==> src/sv/wsfr_pkg.sv <==
// shared types, codes and run tables for the websocket frame receiver
// no dependencies; used by the parser, the emitter, the top level and the checker
package wsfr_pkg;

	localparam logic [15:0] MAX_PAYLOAD_RESET = 16'd1023;

	localparam logic [3:0] OP_TEXT  = 4'h1;
	localparam logic [3:0] OP_CLOSE = 4'h8;
	localparam logic [3:0] OP_PING  = 4'h9;
	localparam logic [3:0] OP_PONG  = 4'hA;

	localparam logic [6:0] LEN_EXT16 = 7'd126;
	localparam logic [6:0] LEN_EXT64 = 7'd127;

	localparam logic [7:0] HDR_PONG  = 8'h8A;
	localparam logic [7:0] HDR_CLOSE = 8'h88;
	localparam logic [7:0] LEN_ZERO  = 8'h00;
	localparam logic [7:0] LEN_TWO   = 8'h02;

	typedef enum logic [2:0] {
		PH_HDR0,
		PH_HDR1,
		PH_EXT,
		PH_MASK,
		PH_DATA
	} phase_t;

	typedef enum logic [2:0] {
		KIND_TEXT     = 3'd0,
		KIND_REPLY    = 3'd1,
		KIND_PONG     = 3'd2,
		KIND_CLOSED   = 3'd3,
		KIND_TOO_LONG = 3'd4,
		KIND_UNSUP    = 3'd5
	} kind_t;

	// what one received byte asks the emitter to send
	typedef enum logic [2:0] {
		RUN_TEXT,
		RUN_TOO_LONG,
		RUN_UNSUP,
		RUN_PING,
		RUN_PONG,
		RUN_CLOSE_EMPTY,
		RUN_CLOSE_ECHO
	} run_t;

	typedef struct packed {
		logic        valid;
		run_t        kind;
		logic [7:0]  data;
		logic        last;
		logic [15:0] code;
	} run_desc_t;

	typedef struct packed {
		kind_t       kind;
		logic [7:0]  data;
		logic        fend;
		logic [15:0] code;
	} result_t;

	function automatic logic [2:0] run_len(run_t r);
		logic [2:0] n;
		unique case (r)
			RUN_PING:        n = 3'd2;
			RUN_CLOSE_EMPTY: n = 3'd3;
			RUN_CLOSE_ECHO:  n = 3'd5;
			default:         n = 3'd1;
		endcase
		return n;
	endfunction

	function automatic result_t run_result(run_desc_t d, logic [2:0] idx);
		result_t r;
		r = '{kind: KIND_REPLY, data: 8'h00, fend: 1'b0, code: 16'h0000};
		unique case (d.kind)
			RUN_TEXT: begin
				r.kind = KIND_TEXT;
				r.data = d.data;
				r.fend = d.last;
			end
			RUN_TOO_LONG: r.kind = KIND_TOO_LONG;
			RUN_UNSUP:    r.kind = KIND_UNSUP;
			RUN_PONG:     r.kind = KIND_PONG;
			RUN_PING: begin
				if (idx == 3'd0) begin
					r.data = HDR_PONG;
				end else begin
					r.data = LEN_ZERO;
					r.fend = 1'b1;
				end
			end
			RUN_CLOSE_EMPTY: begin
				priority case (idx)
					3'd0: r.data = HDR_CLOSE;
					3'd1: begin
						r.data = LEN_ZERO;
						r.fend = 1'b1;
					end
					default: r.kind = KIND_CLOSED;
				endcase
			end
			RUN_CLOSE_ECHO: begin
				priority case (idx)
					3'd0: r.data = HDR_CLOSE;
					3'd1: r.data = LEN_TWO;
					3'd2: r.data = d.code[15:8];
					3'd3: begin
						r.data = d.code[7:0];
						r.fend = 1'b1;
					end
					default: begin
						r.kind = KIND_CLOSED;
						r.code = d.code;
					end
				endcase
			end
			default: r.kind = KIND_UNSUP;
		endcase
		return r;
	endfunction

endpackage

==> src/sv/wsfr_parser.sv <==
// header parser, unmasker and frame state for the websocket frame receiver
// depends on wsfr_pkg; hands at most one valid run descriptor per accepted byte to the emitter
module wsfr_parser (
	input  logic                 clk,
	input  logic                 arst_n,
	input  logic                 cfg_we,
	input  logic [15:0]          cfg_wdata,
	input  logic                 accept,
	input  logic [7:0]           rx_byte,
	output wsfr_pkg::run_desc_t  run
);

	wsfr_pkg::phase_t ph_q, ph_d;
	logic [3:0]  op_q, op_d;
	logic        masked_q, masked_d;
	logic [3:0]  ext_q, ext_d;
	logic [63:0] len_q, len_d;
	logic [31:0] key_q, key_d;
	logic [15:0] pos_q, pos_d;
	logic [15:0] cb_q, cb_d;
	logic        closed_q, closed_d;
	logic [15:0] max_q;

	logic        len_done, hdr_done, frm_done;
	logic [7:0]  key_byte, dbyte;
	logic [16:0] pos_next;
	logic        last;
	logic        unsup;

	always_ff @(posedge clk or negedge arst_n) begin
		if (!arst_n) begin
			max_q <= wsfr_pkg::MAX_PAYLOAD_RESET;
		end else if (cfg_we) begin
			max_q <= cfg_wdata;
		end
	end

	always_ff @(posedge clk or negedge arst_n) begin
		if (!arst_n) begin
			ph_q     <= wsfr_pkg::PH_HDR0;
			op_q     <= '0;
			masked_q <= 1'b0;
			ext_q    <= '0;
			len_q    <= '0;
			key_q    <= '0;
			pos_q    <= '0;
			cb_q     <= '0;
			closed_q <= 1'b0;
		end else begin
			ph_q     <= ph_d;
			op_q     <= op_d;
			masked_q <= masked_d;
			ext_q    <= ext_d;
			len_q    <= len_d;
			key_q    <= key_d;
			pos_q    <= pos_d;
			cb_q     <= cb_d;
			closed_q <= closed_d;
		end
	end

	always_comb begin
		unique case (pos_q[1:0])
			2'd0: key_byte = key_q[31:24];
			2'd1: key_byte = key_q[23:16];
			2'd2: key_byte = key_q[15:8];
			default: key_byte = key_q[7:0];
		endcase
	end

	assign dbyte    = masked_q ? (rx_byte ^ key_byte) : rx_byte;
	assign pos_next = {1'b0, pos_q} + 17'd1;
	assign last     = {47'b0, pos_next} >= len_q;
	assign unsup    = (op_q != wsfr_pkg::OP_TEXT) && (op_q != wsfr_pkg::OP_CLOSE) &&
	                  (op_q != wsfr_pkg::OP_PING) && (op_q != wsfr_pkg::OP_PONG);

	always_comb begin
		ph_d     = ph_q;
		op_d     = op_q;
		masked_d = masked_q;
		ext_d    = ext_q;
		len_d    = len_q;
		key_d    = key_q;
		pos_d    = pos_q;
		cb_d     = cb_q;
		closed_d = closed_q;
		len_done = 1'b0;
		hdr_done = 1'b0;
		frm_done = 1'b0;
		run      = '{valid: 1'b0, kind: wsfr_pkg::RUN_TEXT, data: 8'h00, last: 1'b0,
		             code: 16'h0000};

		if (accept && !closed_q) begin
			unique case (ph_q)
				wsfr_pkg::PH_HDR0: begin
					op_d = rx_byte[3:0];
					ph_d = wsfr_pkg::PH_HDR1;
				end
				wsfr_pkg::PH_HDR1: begin
					masked_d = rx_byte[7];
					len_d    = '0;
					if (rx_byte[6:0] == wsfr_pkg::LEN_EXT16) begin
						ext_d = 4'd2;
						ph_d  = wsfr_pkg::PH_EXT;
					end else if (rx_byte[6:0] == wsfr_pkg::LEN_EXT64) begin
						ext_d = 4'd8;
						ph_d  = wsfr_pkg::PH_EXT;
					end else begin
						len_d    = {57'b0, rx_byte[6:0]};
						len_done = 1'b1;
					end
				end
				wsfr_pkg::PH_EXT: begin
					len_d = {len_q[55:0], rx_byte};
					ext_d = ext_q - 4'd1;
					len_done = (ext_d == 4'd0);
				end
				wsfr_pkg::PH_MASK: begin
					key_d = {key_q[23:0], rx_byte};
					ext_d = ext_q - 4'd1;
					hdr_done = (ext_d == 4'd0);
				end
				wsfr_pkg::PH_DATA: begin
					if (op_q == wsfr_pkg::OP_TEXT) begin
						run = '{valid: 1'b1, kind: wsfr_pkg::RUN_TEXT, data: dbyte, last: last,
						        code: 16'h0000};
					end else if (op_q == wsfr_pkg::OP_CLOSE) begin
						if (pos_q == 16'd0) begin
							cb_d[15:8] = dbyte;
						end else if (pos_q == 16'd1) begin
							cb_d[7:0] = dbyte;
						end
					end
					pos_d    = pos_next[15:0];
					frm_done = last;
				end
				default: ph_d = wsfr_pkg::PH_HDR0;
			endcase
		end

		// length known: either collect the mask key or finish the header now
		if (len_done) begin
			if (masked_d) begin
				key_d = '0;
				ext_d = 4'd4;
				ph_d  = wsfr_pkg::PH_MASK;
			end else begin
				hdr_done = 1'b1;
			end
		end

		if (hdr_done) begin
			pos_d = '0;
			cb_d  = '0;
			if (len_d > {48'b0, max_q}) begin
				closed_d = 1'b1;
				ph_d     = wsfr_pkg::PH_HDR0;
				run.valid = 1'b1;
				run.kind  = wsfr_pkg::RUN_TOO_LONG;
			end else begin
				if (unsup) begin
					run.valid = 1'b1;
					run.kind  = wsfr_pkg::RUN_UNSUP;
				end
				if (len_d == 64'd0) begin
					frm_done = 1'b1;
				end else begin
					ph_d = wsfr_pkg::PH_DATA;
				end
			end
		end

		// end of payload: control frames answer here, text and unsupported are silent
		if (frm_done) begin
			ph_d = wsfr_pkg::PH_HDR0;
			if (op_q == wsfr_pkg::OP_PING) begin
				run.valid = 1'b1;
				run.kind  = wsfr_pkg::RUN_PING;
			end else if (op_q == wsfr_pkg::OP_PONG) begin
				run.valid = 1'b1;
				run.kind  = wsfr_pkg::RUN_PONG;
			end else if (op_q == wsfr_pkg::OP_CLOSE) begin
				run.valid = 1'b1;
				run.kind  = (len_d != 64'd0) ? wsfr_pkg::RUN_CLOSE_ECHO
				                             : wsfr_pkg::RUN_CLOSE_EMPTY;
				run.code  = cb_d;
				closed_d  = 1'b1;
			end
		end
	end

endmodule

==> src/sv/wsfr_emitter.sv <==
// result register and run sequencer for the websocket frame receiver
// depends on wsfr_pkg; steps through the results of one run, one per cycle while take is high
module wsfr_emitter (
	input  logic                 clk,
	input  logic                 arst_n,
	input  logic                 accept,
	input  wsfr_pkg::run_desc_t  run,
	output logic                 ready,
	output logic                 valid,
	input  logic                 take,
	output wsfr_pkg::result_t    res,
	output logic                 res_last
);

	logic                valid_q;
	wsfr_pkg::run_desc_t run_q;
	logic [2:0]          idx_q;
	logic                xfer;

	assign res      = wsfr_pkg::run_result(run_q, idx_q);
	assign res_last = (idx_q == (wsfr_pkg::run_len(run_q.kind) - 3'd1));
	assign valid    = valid_q;
	assign xfer     = valid_q && take;
	// a new byte may enter while the final result of the current run transfers
	assign ready    = !valid_q || (take && res_last);

	always_ff @(posedge clk or negedge arst_n) begin
		if (!arst_n) begin
			valid_q <= 1'b0;
			idx_q   <= '0;
		end else begin
			if (accept && run.valid) begin
				valid_q <= 1'b1;
				idx_q   <= '0;
			end else if (xfer) begin
				if (res_last) begin
					valid_q <= 1'b0;
				end else begin
					idx_q <= idx_q + 3'd1;
				end
			end
		end
	end

	always_ff @(posedge clk) begin
		if (accept && run.valid) begin
			run_q <= run;
		end
	end

endmodule

==> src/sv/websocket_frame_receiver.sv <==
// websocket frame receiver: byte-wide header parse, unmask and control replies
// depends on wsfr_pkg, wsfr_parser and wsfr_emitter
//
// One received byte is taken per cycle; its results appear on the master side in the cycle after
// the transfer, from the emitter's result register. While m_tready is high, a byte that causes
// one result or none never stalls the input. A byte that causes a run of n results (pong reply
// n=2, empty close reply n=3, echoed close reply n=5) holds s_tready low while the emitter steps
// through the run, one result per cycle with m_tready high; the next byte is taken in the cycle
// the last result of the run transfers. While a result waits on m_tready the input is held off.
// After a close or a too-long frame every byte is taken and dropped until reset. max_payload
// (reset 1023) is written via cfg_we/cfg_wdata while the block is idle, a user rule not enforced.
module websocket_frame_receiver (
	input  logic        clk,
	input  logic        arst_n,
	input  logic        cfg_we,
	input  logic [15:0] cfg_wdata,   // max_payload
	input  logic        s_tvalid,
	output logic        s_tready,
	input  logic [7:0]  s_tdata,     // [7:0] rx_byte
	output logic        m_tvalid,
	input  logic        m_tready,
	output logic [31:0] m_tdata,     // [7:0] data_byte, [23:8] peer_code, [24] run_end
	output logic        m_tlast,     // frame_end
	output logic [2:0]  m_tuser      // [2:0] out_kind
);

	wsfr_pkg::run_desc_t run;
	wsfr_pkg::result_t   res;
	logic                in_xfer;
	logic                res_last;

	assign in_xfer = s_tvalid && s_tready;

	wsfr_parser u_parser (
		.clk       (clk),
		.arst_n    (arst_n),
		.cfg_we    (cfg_we),
		.cfg_wdata (cfg_wdata),
		.accept    (in_xfer),
		.rx_byte   (s_tdata),
		.run       (run)
	);

	wsfr_emitter u_emitter (
		.clk      (clk),
		.arst_n   (arst_n),
		.accept   (in_xfer),
		.run      (run),
		.ready    (s_tready),
		.valid    (m_tvalid),
		.take     (m_tready),
		.res      (res),
		.res_last (res_last)
	);

	assign m_tdata = {7'b0, res_last, res.code, res.data};
	assign m_tlast = res.fend;
	assign m_tuser = res.kind;

endmodule

==> config.mk <==
export PLATFORM = sky130hd
export DESIGN_NAME = websocket_frame_receiver
export DESIGN_NICKNAME = d
export VERILOG_FILES = /design/src/sv/wsfr_pkg.sv /design/src/sv/wsfr_parser.sv /design/src/sv/wsfr_emitter.sv /design/src/sv/websocket_frame_receiver.sv
export SDC_FILE = /design/constraint.sdc
export NUM_CORES = 1
export LEC_CHECK = 0
export BUFFER_PORTS_ARGS = -buffer_cell sky130_fd_sc_hd__buf_2
export CELL_PAD_IN_SITES_DETAIL_PLACEMENT = 1
export CELL_PAD_IN_SITES_GLOBAL_PLACEMENT = 2
export CORE_MARGIN = 1
export CORE_UTILIZATION = 40
export CTS_CLUSTER_SIZE = 14
export DETAILED_ROUTE_END_ITERATION = 12
export PLACE_DENSITY_LB_ADDON = 0.1
export SETUP_SLACK_MARGIN = 0.3
export SLEW_MARGIN = 10
export SYNTH_ARGS = -nofsm -noshare
export SYNTH_HDL_FRONTEND = slang
export SYNTH_SLANG_ARGS = --single-unit
export TNS_END_PERCENT = 1
==> constraint.sdc <==
create_clock -name clk -period 6.5 [get_ports clk]
set_input_delay 0.975 -clock clk [delete_from_list [all_inputs] [get_ports clk]]
set_output_delay 0.975 -clock clk [all_outputs]
set_load 0.02 [all_outputs]
Word-level counts from Yosys, hierarchy flattened
Cells that the tools add are included.
{ "totals": {"reg_bits": 189} }
{ "op_classes": {"add_sub_neg": 4, "order_cmp": 2, "n_eq_ne": 27, "n_mux": 92, "n_bitwise": 1, "reduce_logical": 32} }
{ "ops": {"columns": ["op", "count"], "rows": [
  ["16-bit two-way mux", 14],
  ["32-bit two-way mux", 4],
  ["64-bit two-way mux", 2],
  ["64-bit case mux with 2 select lines", 1],
  ["29-bit two-way mux", 3],
  ["17-bit by 64-bit >= comparator with 1-bit output", 1],
  ["64-bit by 16-bit greater-than comparator with 1-bit output", 1],
  ["64-bit zero test", 1],
  ["64-bit nonzero test", 1],
  ["4-bit two-way mux", 12],
  ["8-bit two-way mux", 6],
  ["3-bit two-way mux", 12],
  ["9-bit case mux with 4 select lines", 1],
  ["8-bit case mux with 4 select lines", 1],
  ["1-bit two-way mux", 26],
  ["8-bit case mux with 3 select lines", 1],
  ["3-bit case mux with 3 select lines", 2],
  ["3-bit case mux with 6 select lines", 1],
  ["16-bit by 1-bit adder with 17-bit output (second input constant)", 1],
  ["16-bit by 1-bit equality test with 1-bit output (second input constant)", 1],
  ["16-bit zero test", 1],
  ["3-bit by 2-bit equality test with 1-bit output (second input constant)", 5],
  ["7-bit equality test (second input constant)", 2],
  ["3-bit equality test (second input constant)", 4],
  ["other kinds (29)", 54]
]} }

Longest topological paths before layout
{ "logic_depth": {"ltp_word": 19, "mapped_depth": 20, "ltp_nobuf": 17} }

Cells and area by module
From an unflattened synthesis, not the netlist that was laid out.
{ "hier_totals": {"hier_cells": 1039, "hier_area_um2": 10048.4} }
{ "modules_own_cells": {"columns": ["module", "instances", "cells_each", "area_per_inst_um2"], "rows": [
  ["wsfr_parser", 1, 878, 8290.5],
  ["wsfr_emitter", 1, 151, 1687.9],
  ["websocket_frame_receiver", 1, 10, 70.1]
]} }

Worst setup path after synthesis
OpenSTA, ideal clock, no wires.
{ "synth_timing": {"kind": "input to register", "start": "input s_tvalid", "end": "register u_emitter.valid_q (netlist: u_emitter.valid)", "t_arrival_ns": 4.725, "path_slack_ns": 1.649, "path_stages": 17, "path_buffers": 2, "cell_sequence": "nor2b_1 > nand2_1 > o22a_1 > a21boi_1 > clkbuf_1 > clkbuf_1 > nand2_1 > o21ai_0 > ha_1 > a211oi_1 > o21ai_0 > a21oi_1 > a21oi_1 > a221oi_1 > o21ai_1 > a2111o_1 > nand2b_1"} }
{ "synth_between": {"elab_chain_len": 13} }
{ "synth_rtl": {"columns": ["element", "line_no", "text"], "rows": [
  ["start, declared", "websocket_frame_receiver.sv:17", "input logic s_tvalid,"],
  ["1-bit logical AND *", "websocket_frame_receiver.sv:32", "assign in_xfer = s_tvalid && s_tready;"],
  ["1-bit logical AND *", "wsfr_parser.sv:93", "if (accept && !closed_q) begin"],
  ["64-bit two-way mux *", "wsfr_parser.sv:93", null],
  ["net u_parser.len_d[9]", "wsfr_parser.sv:17", "logic [63:0] len_q, len_d;"],
  ["64-bit by 16-bit greater-than comparator with 1-bit output", "wsfr_parser.sv:155", "if (len_d > {48'b0, max_q}) begin"],
  ["4-bit two-way mux", "wsfr_parser.sv:155", null],
  ["4-bit two-way mux", "wsfr_parser.sv:152", "if (hdr_done) begin"],
  ["4-bit two-way mux", "wsfr_parser.sv:182", "end else if (op_q == wsfr_pkg::OP_CLOSE) begin"],
  ["4-bit two-way mux", "wsfr_parser.sv:179", "end else if (op_q == wsfr_pkg::OP_PONG) begin"],
  ["4-bit two-way mux", "wsfr_parser.sv:176", "if (op_q == wsfr_pkg::OP_PING) begin"],
  ["4-bit two-way mux *", "wsfr_parser.sv:174", "if (frm_done) begin"],
  ["1-bit logical AND *", "wsfr_emitter.sv:32", "if (accept && run.valid) begin"],
  ["2-bit nonzero test (no source line)", null, null],
  ["2-bit AND reduction (no source line)", null, null],
  ["end signal, assigned", "wsfr_emitter.sv:29", "valid_q <= 1'b0;"],
  ["end signal, assigned", "wsfr_emitter.sv:33", "valid_q <= 1'b1;"],
  ["end signal, assigned", "wsfr_emitter.sv:37", "valid_q <= 1'b0;"],
  ["end, declared", "wsfr_emitter.sv:15", "logic valid_q;"]
]} }
Mark *: on every way through the listed nets, which the timed path passes. The rest lies on a longest branch.
A chain may end at the register's enable or synchronous reset.

Final worst setup path
{ "layout_timing": {"start": "register u_parser.pos_q[0]", "end": "register u_emitter.run_q[14] (netlist name) (data pin)"} }
{ "layout_between": {"elab_chain_len": 14} }
{ "layout_rtl": {"columns": ["element", "line_no", "text"], "rows": [
  ["start, declared", "wsfr_parser.sv:19", "logic [15:0] pos_q, pos_d;"],
  ["start signal, assigned", "wsfr_parser.sv:56", "pos_q <= pos_d;"],
  ["parallel branches: the longest is 13 deep, another holds 17-bit by 64-bit >= comparator with 1-bit output", null, null],
  ["16-bit two-way mux *", "wsfr_parser.sv:174", null],
  ["end signal, assigned", "wsfr_emitter.sv:47", "run_q <= run;"],
  ["end, declared", "wsfr_emitter.sv:16", "wsfr_pkg::run_desc_t run_q;"]
]} }
Every way passes the cells marked *.

==> results.md <==
| Item | This run |
|---|---|
| Outcome | finished, final reports clean |
| HP Class | in2async |
| Ys async rst share | 85.2% |
| Min Tclk post-route | 5.12 ns |
| Share of synthesized area occupied by flip-flops and latches | 48.5% |
| WL/cell | 18.4 microns |
| Areal power density over the cells | 382 mW/mm^2 |
| Required time of the critical path | 6.65 ns |
| TritonCTS clock tree | yes |
| Clock edge transition at the registers on the reported setup and hold paths | 0.08 ns |
| Initial core utilization | 41.0% |
| Met1 Usage GRT | 31.6% |
| Layout cell share with drive strength beyond 1 | 13.8% |
| Leakage power figure | 4.99 nW |
| Max Root-Sink Buffers | 2 |
| Mean Syn Cell Area | 9.93 sq um |
| Yosys cell types | 75 |
| Num rows | 57 |
| Slew margin rel. | 35.4% |
| Number of sinks driven by the clock tree | 189 |
| Pre-CTS setup slack | 1.27 ns |
| Highest-count cells in the layout ignoring fill and taps | dfrtp_1 (151), nor2_1 (116), nand2_1 (96), o21ai_0 (80), buf_2 (58) |
| Overall routed net length | 25300 microns |
| Critical register-to-register path startpoint | u_parser.pos_q[0]$_DFFE_PN0P_ |
| Critical Setup Path Class | reg2reg |
| Core area | 0.0245 sq mm |
| Final weighted congestion in routability-driven placement | 0.764 |
| Number of buffers created by CTS | 17 |
| Nets | 1113 |
| Nature of the critical path endpoint | flip-flop |
| IR Drop Worst-Case VDD | 0.164 mV |
| Number of enable-type register cells in the synthesized netlist | 28 |
| Total of buffers placed on input and output ports | 59 |
| Number of DRC markers in iteration 0 | 460 |
| Total count of hold-check failures in the final report | 0 |
| Seq cells post-synth | 189 |
| Worst reg-to-reg path cell count | 15 |
| Crit path from | u_parser.pos_q[0]$_DFFE_PN0P_ |
| Share of the synthesized area in the top cell type | 37.5% |
| Highest-utilization routing layer at the global route stage | met1 |
| Most area-consuming cells after synthesis | dfrtp_1 (38%), edfxtp_1 (8.4%), ha_1 (5.5%) |
| Setup ws final | 1.38 ns |
| Via count | 7521 |
| Global routing usage summed across all routing layers | 20.8% |
| Residual overflow from global routing | 0 |
| Postcts setup bufs | 0 |
| Vertical extent of the die | 161 microns |
| Synth-to-Final Area Change | 11.5% |
| H-tree depth | 4 |
| Wire length of the first global-routing pass | 42500 microns |
| Antenna-violating nets left | 0 |
| Most used DFF post-synth | dfrtp_1 |
| Most common cell after layout, fill and taps aside | dfrtp_1 |
| Pre-antenna DRT Iters | 7 |
| Via count of the first global-routing pass | 7689 |
| Data arrival time of the critical path | 5.27 ns |
| Die area | 0.0258 sq mm |
| Clock root buffer | clkbuf_16 |
| Number of I/O pins | 67 |
| Detail Placement HPWL | 18200 microns |
| Tightest Pin Transition | 0.968 ns |
| Gate count after technology mapping | 1014 |
| Warnings, synthesis | 0 |
| Via density | 5.46 |
| Unrepaired setup endpoints after global routing | false |
| Initial antenna violation count | 0 |
| Setup slack of the most critical reg-to-reg path | 1.38 ns |
| Final worst-path cycle share | 78.8% |
| RR Endpoint | u_emitter.run_q[14]$_SDFFCE_PP0P_ |
| Combined area of all synthesized cells | 0.0101 sq mm |
| Clock latency of the later-clocked register in the worst-skew pair | 0.44 ns |
| Count of cells resized by post-cts repair | 0 |
| Number of DRC violations after detailed routing | 0 |
| Met3 usage | 3.13% |
| ANT cells | 0 |
| Pin count of the biggest net entering global routing | 66 |
| Setup total negative slack | 0 ns |
| Critical-path maximum fanout | 18 |
| Worst Skew | 0.0175 ns |
| Final Max Tran Viols | 0 |
| Number of max-cap violations | 0 |
| Largest area contributor in the synthesized netlist | dfrtp_1 |
| Die width | 161 microns |
| Final setup violation count | 0 |
| Number of buffers added to fix hold violations after cts | 0 |
| Kind of start point of the critical path | flip-flop |
| CP endpoint | u_emitter.run_q[14]$_SDFFCE_PP0P_ |
| Global-route met2 utilization | 31.2% |
| Fmax | 195 MHz |
[kinds of logic after synthesis]
group	after synthesis	synth area share, %
flip-flops	189	48.5
AND/OR/NAND/NOR	343	16.2
buffers and inverters	115	4.92
XOR/XNOR	27	2.35
AO/OA/AOI/OAI	256	18.6
other	1	0.0372
multiplexers	39	3.94
adder cells (fa/ha/maj)	44	5.47
[critical path, stage by stage (launching register included)]
cell	delay, ns
dfrtp_1	0.48
ha_1	0.57
nand3_1	0.21
nor2_1	0.21
and3_1	0.29
and3_1	0.26
and3_1	0.24
xor2_1	0.17
ha_1	0.26
a21o_1	0.17
a211o_1	0.29
a211oi_1	0.50
nor3_4	0.11
a41oi_2	0.26
or4_1	0.66
nor3_1	0.13
[power by group]
group / switching [mW] / internal [mW] / total [mW] / leakage (nW)
logic: 0.923 / 0.544 / 1.47 / 2.28
registers: 0.286 / 1.44 / 1.73 / 2.41
clock network: 0.543 / 0.550 / 1.09 / 0.298
[sequential cells by signal (all words and copies together), names as in the netlist, 3 cells and up]
signal	flops
u_parser.pos_q	16
u_emitter.idx_q	3
u_parser.key_q	32
u_parser.ext_q	4
u_parser.cb_q	16
u_parser.max_q	16
u_emitter.run_q	28
u_parser.ph_q	3
u_parser.op_q	4
u_parser.len_q	64
[synthesized netlist by cell type (11+ instances only)]
cell type,number
xor2_1,17
a211oi_1,16
inv_1,47
nand4_1,11
ha_1,44
and3_1,12
nand2_1,96
nor2_1,117
and2_1,19
edfxtp_1,28
mux2i_1,34
a22o_1,56
a21oi_1,28
o21ai_0,80
nor4_1,23
dfrtp_1,151
nor3_1,18
clkbuf_1,45
nand3_1,11
[metrics by stage]
step	cells	power, mW	util (%)	cell area (sq um)	hold WS (ns)
floorplan	1020	2.73	-	10100	0.449
global placement	1345	3.20	43.2	10600	0.492
detailed placement	1345	3.23	43.2	10600	0.497
CTS	1377	4.34	45.8	11200	0.455
global route	1377	4.61	45.8	11200	0.478
finish	1377	4.29	45.8	11200	0.460
[worst min-delay path by stage]
stage               cells past startpoint                              to
finish                                  1  u_parser.max_q[10]$_DFFE_PN0P_
global route                            1  u_parser.max_q[10]$_DFFE_PN0P_
CTS                                     1  u_parser.max_q[10]$_DFFE_PN0P_
detailed placement                      1    u_parser.len_q[59]$_DFF_PN0_
global placement                        1    u_parser.len_q[60]$_DFF_PN0_
floorplan                               2     u_parser.closed_q$_DFF_PN0_
[layer usage]
layer / share of wire, % / up-vias / wire [microns]
li1: - / 3678 / -
met1: 53 / 3732 / 13400
met2: 44 / 102 / 11200
met3: 2.6 / 9 / 649
met4: 0.58 / 0 / 148
met5: 0 / - / 0
[final cells by class]
| type | count | area, sq um |
|---|---|---|
| Clock buffer | 18 | 450 |
| Clock inverter | 14 | 180 |
| Fill cell | 2771 | 13300 |
| Inverter | 47 | 176 |
| Multi-Input combinational cell | 716 | 4760 |
| Sequential cell | 189 | 4880 |
| Tap cell | 324 | 405 |
| Timing Repair Buffer | 69 | 377 |
(Power assumes the default switching activity.)
